## src/design/wmd_pkg.sv

```systemverilog
// ----------------------------------------------------------------------------
// wmd_pkg: shared types and constants of the min/max waveform decimator
// Holds the controller states, the divider operand select, the register
// indexes and the command/status bundles between controller and datapath.
// ----------------------------------------------------------------------------
package wmd_pkg;

  localparam int FRAC_BITS      = 16;
  localparam int DVSR_W         = 16;
  localparam int ZOOM_UNITY     = 256;
  localparam int SCROLL_UNITY   = 65536;
  localparam int PADDR_W        = 4;
  localparam int STRIDE_DIVISOR = 256;
  localparam int STRIDE_SHIFT   = $clog2(STRIDE_DIVISOR);

  localparam logic MODE_LOAD   = 1'b0;
  localparam logic MODE_RENDER = 1'b1;

  typedef enum logic [3:0] {
    ST_IDLE, ST_DIV_VLEN, ST_VST, ST_DIV_SPP, ST_PROD, ST_SPAN,
    ST_SCAN, ST_INT0, ST_INT1, ST_INT2, ST_INT3, ST_DONE
  } state_t;

  typedef enum logic [1:0] {
    DSEL_VLEN, DSEL_SPP
  } div_sel_t;

  typedef enum logic [1:0] {
    REG_FRAME_COUNT, REG_ZOOM, REG_SCROLL, REG_WIDTH
  } reg_idx_t;

  typedef struct packed {
    logic     write;
    logic     take;
    logic     div_start;
    div_sel_t div_sel;
    logic     vlen_en;
    logic     vst_en;
    logic     spp_en;
    logic     prod_en;
    logic     span_en;
    logic     stride_en;
    logic     scan_issue;
    logic     rd_ip;
    logic     rd_ip1;
    logic     s0_en;
    logic     mul_en;
    logic     int_en;
  } cmd_t;

  typedef struct packed {
    logic empty;
    logic div_done;
    logic span_scan;
    logic scan_more;
  } status_t;

endpackage

```

## src/design/wmd_ctrl.sv

```systemverilog
// ----------------------------------------------------------------------------
// wmd_ctrl: sequencing state machine of the decimator
// Takes load requests in idle and steps a render request through window setup, span scan or interpolation.
// ----------------------------------------------------------------------------
module wmd_ctrl (
  input  logic              clk,
  input  logic              rst,
  input  logic              start,
  input  logic              mode,
  input  wmd_pkg::status_t  status,
  output wmd_pkg::cmd_t     cmd,
  output logic              busy,
  output logic              result_valid
);

  wmd_pkg::state_t state, state_next;

  always_ff @(posedge clk) begin
    if (rst) begin
      state <= wmd_pkg::ST_IDLE;
    end else begin
      state <= state_next;
    end
  end

  always_comb begin
    state_next   = state;
    cmd          = '0;
    cmd.div_sel  = wmd_pkg::DSEL_VLEN;
    busy         = 1'b1;
    result_valid = 1'b0;
    unique case (state)
      wmd_pkg::ST_IDLE: begin
        busy = 1'b0;
        if (start && mode == wmd_pkg::MODE_LOAD) begin
          cmd.write = 1'b1;
        end else if (start && mode == wmd_pkg::MODE_RENDER) begin
          cmd.take = 1'b1;
          if (status.empty) begin
            state_next = wmd_pkg::ST_DONE;
          end else begin
            cmd.div_start = 1'b1;
            state_next    = wmd_pkg::ST_DIV_VLEN;
          end
        end
      end
      wmd_pkg::ST_DIV_VLEN: begin
        if (status.div_done) begin
          cmd.vlen_en = 1'b1;
          state_next  = wmd_pkg::ST_VST;
        end
      end
      wmd_pkg::ST_VST: begin
        cmd.vst_en    = 1'b1;
        cmd.div_start = 1'b1;
        cmd.div_sel   = wmd_pkg::DSEL_SPP;
        state_next    = wmd_pkg::ST_DIV_SPP;
      end
      wmd_pkg::ST_DIV_SPP: begin
        if (status.div_done) begin
          cmd.spp_en = 1'b1;
          state_next = wmd_pkg::ST_PROD;
        end
      end
      wmd_pkg::ST_PROD: begin
        cmd.prod_en = 1'b1;
        state_next  = wmd_pkg::ST_SPAN;
      end
      wmd_pkg::ST_SPAN: begin
        cmd.span_en = 1'b1;
        if (status.span_scan) begin
          cmd.stride_en = 1'b1;
          state_next    = wmd_pkg::ST_SCAN;
        end else begin
          state_next = wmd_pkg::ST_INT0;
        end
      end
      wmd_pkg::ST_SCAN: begin
        if (status.scan_more) begin
          cmd.scan_issue = 1'b1;
        end else begin
          state_next = wmd_pkg::ST_DONE;
        end
      end
      wmd_pkg::ST_INT0: begin
        cmd.rd_ip  = 1'b1;
        state_next = wmd_pkg::ST_INT1;
      end
      wmd_pkg::ST_INT1: begin
        cmd.rd_ip1 = 1'b1;
        cmd.s0_en  = 1'b1;
        state_next = wmd_pkg::ST_INT2;
      end
      wmd_pkg::ST_INT2: begin
        cmd.mul_en = 1'b1;
        state_next = wmd_pkg::ST_INT3;
      end
      wmd_pkg::ST_INT3: begin
        cmd.int_en = 1'b1;
        state_next = wmd_pkg::ST_DONE;
      end
      wmd_pkg::ST_DONE: begin
        result_valid = 1'b1;
        state_next   = wmd_pkg::ST_IDLE;
      end
      default: begin
        state_next = wmd_pkg::ST_IDLE;
      end
    endcase
  end

endmodule

```

## config.mk

```make
export PLATFORM = sky130hd
export DESIGN_NAME = wmd_ctrl
export DESIGN_NICKNAME = d
export VERILOG_FILES = /design/src/design/wmd_pkg.sv /design/src/design/wmd_ctrl.sv
export SDC_FILE = /design/constraint.sdc
export NUM_CORES = 1
export LEC_CHECK = 0
export BUFFER_PORTS_ARGS = -buffer_cell sky130_fd_sc_hd__buf_2
export CORE_AREA = 2 2 39 41
export DETAILED_ROUTE_END_ITERATION = 10
export DIE_AREA = 0 0 41 43
export PLACE_DENSITY = 0.71
export SLEW_MARGIN = 20
export SYNTH_ARGS = -nofsm -noshare
export SYNTH_HDL_FRONTEND = slang
export SYNTH_SLANG_ARGS = --single-unit
```

## constraint.sdc

```tcl
create_clock -name clk -period 1.47 [get_ports clk]
set_input_delay 0.147 -clock clk [delete_from_list [all_inputs] [get_ports clk]]
set_output_delay 0.147 -clock clk [all_outputs]
set_load 0.005 [all_outputs]
```

[Yosys cells after proc, flatten, opt, wreduce, memory -nomap -nowiden]
Index checks and enable logic that the tools add are counted.
W data, S select, Z words.
Storage, ports and cells
  output and inout port bits: 19
  bits of input ports: 8
  bits in registers: 4
  word-level logic and storage cells: 52
Operators by class
  mux-type cells: 30
  equality and inequality tests: 16
  reductions and logical operators: 4
  bitwise operators: 1
Operators with widths (count)
  $pmux W4 S11: 1
  $mux W4: 6
  $mux W1: 17
  $eq A4 B3 Y1 const B: 4
  $eq A4 B4 Y1 const B: 4
  $mux W2: 5
  $ne A2 B2 Y1 const B: 5
  $eq A4 B2 Y1 const B: 2
  $reduce_and A5 Y1: 1
  $eq A4 B1 Y1 const B: 1
  $logic_not A4 Y1: 1
  $logic_and A1 B1 Y1: 2
  $pmux W1 S2: 1
  $not A1 Y1: 1

[Longest topological paths before layout]
Gate-level depths: netlist (run 1).
  depth in word-level cells: 4
  gate-level depth with buffers: 5
  depth with buffers taken out: 5

[Worst setup path after synthesis (run 1)]
No wires, ideal clock.
  path type: flip-flop to output port
  start: register state[3]
  end: output cmd[12] (netlist bit)
  required time: 1.323 ns
  path buffers: 2
  setup slack: 0.185 ns
  data arrival time: 1.138 ns
  cell stages (with the launch flop): 5
  cell sequence: dfxtp_1 -> buf_2 -> nand2b_1 -> nor3_1 -> buf_4
RTL lines
  start, declared: RTL line wmd_ctrl.sv:16  | wmd_pkg::state_t state, state_next;
  start signal, assigned: RTL line wmd_ctrl.sv:20  | state <= wmd_pkg::ST_IDLE;
  start signal, assigned: RTL line wmd_ctrl.sv:22  | state <= state_next;
  end, declared: RTL line wmd_ctrl.sv:11  | output wmd_pkg::cmd_t cmd,

==> results of run 1 <==
-- Yosys cell counts --
cell type,number
nor2_1,9
nand2_1,8
nor3_1,6
dfxtp_1,4
buf_2,3
buf_4,3
inv_2,3
o21ai_0,3
a21o_1,2
a21oi_1,2
and3_1,2
inv_1,2
nor4_1,2
a21oi_2,1
a22o_1,1
a22oi_1,1
and2_1,1
buf_6,1
conb_1,1
nand2b_1,1
nand2b_2,1
nand3_1,1
nand3b_1,1
nor4_2,1
nor4b_1,1
o211a_1,1
o21ai_1,1
o21bai_1,1
o221ai_2,1
o2bb2ai_1,1
or3_1,1
-- power groups by stage --
stage | logic (W) | registers [W] | clock network, W
floorplan | 0.000596 | 0.000188 | 0
global placement | 0.000818 | 0.000206 | 0
detailed placement | 0.000830 | 0.000207 | 0
CTS | 0.000860 | 0.000220 | 0.000143
global route | 0.00105 | 0.000245 | 0.000156
finish | 0.000969 | 0.000237 | 0.000135
-- kinds of logic after synthesis --
group	after synthesis	synth area share [%]
and+or+nand+nor	35	40.7
other	1	0.847
AOI/OAI and AO/OA	15	25.1
buffers and inverters	12	15.3
DFF	4	18.1
-- layout make-up --
| class | count | area, um2 | area share, % |
|---|---|---|---|
| multi-input cells | 51 | 333 | 49.1 |
| repair buffers | 34 | 196 | 29.0 |
| clock buffers | 3 | 22.5 | 3.32 |
| flip-flops and latches | 4 | 87.6 | 12.9 |
| well taps | 16 | 20.0 | 2.95 |
| inverters | 5 | 18.8 | 2.77 |
-- metrics by stage --
step	hold WS, ns	cells	setup TNS (ns)	total power, W
5_1_grt	0.122	113	-0.132	0.00146
3_3_place_gp	0.360	109	0	0.00102
3_5_place_dp	0.369	109	0	0.00104
4_1_cts	0.115	112	-0.00371	0.00122
6_report	0.128	113	0	0.00134
2_1_floorplan	0.216	67	0	0.000784
-- timing repair --
action / in CTS / in global routing
gates resized for setup: 3 / 8
pin swaps: 0 / 3
setup endpoints to repair: 2 / 12
buffers inserted: 0 / 1
-- how the worst min path moves through the flow --
| stage | startpoint | slack [ns] | end | depth (start not counted) |
|---|---|---|---|---|
| after detailed placement | rst | 0.37 | state[0] | 2 |
| after global placement | rst | 0.36 | state[0] | 2 |
| after global routing | rst | 0.12 | state[0] | 2 |
| after floorplan | rst | 0.22 | state[0] | 1 |
| final | rst | 0.13 | state[0] | 2 |
| after CTS | rst | 0.12 | state[2] | 2 |
-- routing by layer --
layer | wire length, um | GRT usage, % | part of all wire, % | vias up
li1 | - | - | - | 295
met1 | 555 | 19.4 | 41 | 264
met2 | 719 | 26.6 | 54 | 23
met3 | 60 | 4.71 | 4.5 | 2
met4 | 3 | 4.67 | 0.22 | 0
met5 | 0 | 0 | 0 | -
-- layout by cell type (no fill, tap or decap) --
cell,netlist,final
nor4_2,1,1
clkbuf_4,0,3
and3_1,2,1
nor2_1,9,9
nor4_1,2,1
inv_2,3,3
nor3_1,6,4
nor4_4,0,1
nor4b_1,1,1
and2_1,1,1
o2bb2ai_1,1,1
buf_2,3,25
a21oi_2,1,1
o21ai_1,1,1
nand2b_2,1,1
a22oi_1,1,1
a22o_1,1,1
dfxtp_4,0,2
inv_1,2,2
buf_4,3,8
o21ai_0,3,3
nand3_1,1,1
nor3_2,0,2
dfxtp_1,4,2
a21oi_1,2,2
nand2b_4,0,1
o211a_1,1,1
nand3b_1,1,1
and3_4,0,1
o221ai_2,1,1
buf_6,1,1
o21bai_1,1,1
nand2_1,8,8
a21o_1,2,2
or3_1,1,1
conb_1,1,1
-- worst max-delay path: stages (launching register included) --
cell	delay [ns]
dfxtp_4	0.37
nor4_4	0.30
and3_4	0.22
a21o_1	0.09
buf_2	0.10
==> results.tsv, run 1 <==
stage	metric	value	unit
clocking	Root Buffer Master	clkbuf_4	
routing	DRT iter0 DRCs	18	
clocking	total CTS buffers	3	
timing	RSZ-0062 raised after global routing	true	
power_and_ir_drop	switch share	46.0	%
power_and_ir_drop	Internal	0.000724	W
routing	vias post-DR	584	
placement	Placed Area	599	um2
routing	Routed WL	1340	um
setup_path	CP max FO	7	
final_layout	Fill cells	150	
timing	Setup Viol. Count Final	0	
timing	FMAX	686	MHz
placement	DP Worst Slack	0.0927	ns
final_layout	Top Registers	state: 4 flops	
status	outcome	finished, final reports clean	
floorplan	area of the die	1760	um2
setup_path	CP startpoint	state[0]	
global_routing	first-pass GRT wire length	2000	um
power_and_ir_drop	clock network power share	10.1	%
setup_path	worst r2r src	state[0]	
global_routing	largest net degree at the start of global routing	12	
job	max cap viols	0	
timing	final setup margin	0.0116	ns
clocking	CTS tree	yes	
final_layout	Layout area overhead	53.1	%
routing	WL/cell	11.8	um
setup_path	Crit Path Category	reg2out	
clocking	insertion delay to the later sink of the worst-skew pair	0.23	ns
final_layout	final core utilization	49.0	%
final_layout	share of layout cells above drive strength 1	52.6	%
placement	gpl congestion	0.844	
synthesis	share of the synthesized area in the top cell type	18.1	%
min_path	worst hold path class	in2reg	
power_and_ir_drop	sw power	0.000616	W
power_and_ir_drop	Combinational Power Share	72.3	%
timing	final cycle utilization of the critical path	99.2	%
synthesis	Post-Synthesis Cell Area	443	um2
global_routing	vias in the first global route	480	
setup_path	CP Capture Point	cmd[14]	
routing	DRC violations left	0	
synthesis	leading area contributor after synthesis	dfxtp_1	
final_layout	diodes inserted	0	
floorplan	chip width	41	um
timing	post-route minimum period	1.46	ns
power_and_ir_drop	pwr/cell area	1980	nW/um2
synthesis	synthesis-stage register bit count	4	
timing	final hold vios	0	
synthesis	Mapped Cells	67	
setup_path	crit start category	register	
final_layout	Most flops, register	state	
synthesis	Syn Area/Cell	6.61	um2
clocking	Max H-tree Level	1	
setup_path	CP arrival	1.31	ns
floorplan	Die Y	43	um
setup_path	CP Capture Type	primary output	
floorplan	core area	1380	um2
clocking	hold_buf cts	0	
final_layout	cell area after layout	678	um2
synthesis	Net Count, Synth	75	
power_and_ir_drop	Sequential Power Share	17.6	%
clocking	CTS sink count	4	
floorplan	num ports	27	
clocking	clk buf depth	2	
setup_path	WP data required	1.32	ns
final_layout	Largest register FFs	4	
synthesis	register area share after synthesis	18.1	%
final_layout	net total in the final layout	107	
routing	drt first pass iters	4	
placement	Detailed Place HPWL	1010	um
synthesis	largest cells by area after synthesis	dfxtp_1 18%, nor2_1 7.6%, nor3_1 6.8%	
setup_path	flop-to-flop setup slack	0.03	ns
clocking	clk slew on worst S/H paths	0.04	ns
floorplan	Initial Util	32.0	%
timing	Clock Skew	0.00282	ns
power_and_ir_drop	P_leak	0.357	nW
setup_path	r2r endpoint	state[1]	
synthesis	count of cell types in the netlist	31	
floorplan	FP Rows	14	
synthesis	Synth warnings	0	
global_routing	Total GRT Usage	16.2	%
routing	vias per inst	5.17	
global_routing	total gr overflow	0	
power_and_ir_drop	Worst VDD drop	0.000674	V
setup_path	Reg2Reg Depth	6	
placement	# port buffers	25	
routing	DRT antenna net count	0	
global_routing	initial antenna violation count	0	
timing	Final Max Slew Viols	0	
(Power assumes the default switching activity.)
==> run 2: changes to the inputs <==
--- a/config.mk
+++ b/config.mk
@@ -9,7 +9,9 @@
 export CORE_AREA = 2 2 39 41
 export DETAILED_ROUTE_END_ITERATION = 10
 export DIE_AREA = 0 0 41 43
+export HOLD_SLACK_MARGIN = 0.06
 export PLACE_DENSITY = 0.71
+export SETUP_SLACK_MARGIN = 0.2
 export SLEW_MARGIN = 20
 export SYNTH_ARGS = -nofsm -noshare
 export SYNTH_HDL_FRONTEND = slang
==> results.tsv, run 2 (same netlist as run 1, synthesis figures left out) <==
stage	metric	value	unit
setup_path	slowest stage delay, CP	0.35	ns
global_routing	total gr overflow	0	
routing	vias per inst	5.34	
routing	DRT iter0 DRCs	12	
min_path	worst hold path class	in2reg	
timing	post-route minimum period	1.44	ns
placement	# port buffers	25	
timing	TNS Setup	0	ns
setup_path	CP arrival	1.30	ns
clocking	clk buf depth	2	
clocking	Root Buffer Master	clkbuf_4	
setup_path	worst path cell trace	nor4_4 > and3_4 > a21o_1 > buf_2	
setup_path	CP startpoint	state[1]	
routing	WL/cell	13.4	um
final_layout	Largest register FFs	4	
global_routing	initial antenna violation count	0	
final_layout	commonest non-fill, non-tap cells in the layout	23 x buf_2, 8 x buf_6, 7 x nor2_1, 5 x buf_4, 4 x dfxtp_4	
clocking	hold_buf cts	0	
global_routing	largest net degree at the start of global routing	11	
power_and_ir_drop	Worst VDD drop	0.000887	V
power_and_ir_drop	pwr/cell area	2150	nW/um2
routing	drt first pass iters	4	
routing	Routed WL	1540	um
final_layout	net total in the final layout	109	
final_layout	diodes inserted	0	
floorplan	Initial Util	32.0	%
setup_path	Crit Path Category	reg2out	
floorplan	chip width	41	um
global_routing	Total GRT Usage	16.9	%
final_layout	most common cell after layout, fill and taps aside	buf_2	
global_routing	first-pass GRT wire length	2060	um
timing	RSZ-0062 raised after global routing	true	
floorplan	core area	1380	um2
clocking	CTS tree	yes	
power_and_ir_drop	P_leak	0.414	nW
routing	vias post-DR	614	
placement	gpl congestion	0.923	
min_path	HP Start	rst	
clocking	clk slew on worst S/H paths	0.04	ns
clocking	insertion delay to the later sink of the worst-skew pair	0.23	ns
global_routing	vias in the first global route	507	
final_layout	Layout area overhead	93.8	%
setup_path	crit start category	register	
final_layout	final core utilization	62.0	%
routing	DRC violations left	0	
timing	final hold vios	0	
setup_path	CP max stage cell	dfxtp_4	
setup_path	WP data required	1.32	ns
clocking	CTS sink count	4	
final_layout	Most flops, register	state	
routing	DRT antenna net count	0	
status	outcome	finished, final reports clean	
floorplan	FP Rows	14	
setup_path	worst r2r src	state[1]	
final_layout	share of layout cells above drive strength 1	71.7	%
timing	FMAX	692	MHz
timing	Final Max Slew Viols	0	
timing	Clock Skew	0.000692	ns
setup_path	CP max FO	3	
floorplan	Die Y	43	um
timing	final cycle utilization of the critical path	98.3	%
clocking	Max H-tree Level	1	
placement	Detailed Place HPWL	984	um
floorplan	num ports	27	
timing	Setup Viol. Count Final	0	
setup_path	CP Capture Type	primary output	
floorplan	area of the die	1760	um2
final_layout	Fill cells	125	
clocking	total CTS buffers	3	
final_layout	Top Registers	state: 4 flops	
job	max cap viols	0	
run 2: cell type report:
cell class / count / area (um2) / area share [%]
inverter: 5 / 28.8 / 3.35
multi-input combinational: 51 / 449 / 52.3
timing repair buffer: 36 / 243 / 28.3
clock buffer: 3 / 22.5 / 2.62
tap: 16 / 20.0 / 2.33
sequential: 4 / 95.1 / 11.1
run 2: where the power goes:
group / total, W / switching (W) / leakage [nW] / internal, W
clock: 0.000134 / 0.0000425 / 0.0138 / 0.0000912
combinational: 0.00144 / 0.000714 / 0.364 / 0.000728
sequential: 0.000273 / 0.0000938 / 0.0356 / 0.000179
total: 0.00185 / 0.000850 / 0.414 / 0.000998
run 2: per-layer routing:
layer,part of all wire (%),vias up,global-route usage (%)
li1,-,301,-
met1,37,282,19.0
met2,55,29,29.7
met3,7.5,2,4.71
met4,0.59,0,3.33
met5,0,-,0
run 2: per-stage QoR:
stage	cell area (um2)	cells	hold slack, ns	setup WS (ns)	power, W
finish	858	115	0.144	0.0252	0.00185
global route	858	115	0.148	-0.0693	0.00199
CTS	764	113	0.113	0.0121	0.00162
detailed placement	582	106	0.363	0.0877	0.00102
global placement	582	106	0.361	0.0808	0.00101
floorplan	448	67	0.216	0.227	0.000792
run 2: worst max-delay path: cells and delay by family (launching register included):
family,cells,cell delay [ns]
flops,1,0.35
compound gates,1,0.10
simple gates,2,0.51
buf+inv,1,0.10
run 2: worst paths after layout:
path         endpoint  slack [ns]  cells past startpoint
max reg2reg  state[1]        0.07                      6
max           cmd[14]        0.03                      4
min          state[0]        0.14                      2
min reg2reg  state[0]        0.71                      4
run 2: what timing repair did:
| item | 4_1_cts | 5_1_grt |
|---|---|---|
| pin swaps | 9 | 9 |
| resized for setup | 34 | 17 |
| setup endpoints to repair | 20 | 19 |
| gates cloned | 0 | 0 |
| buffers inserted | 4 | 2 |
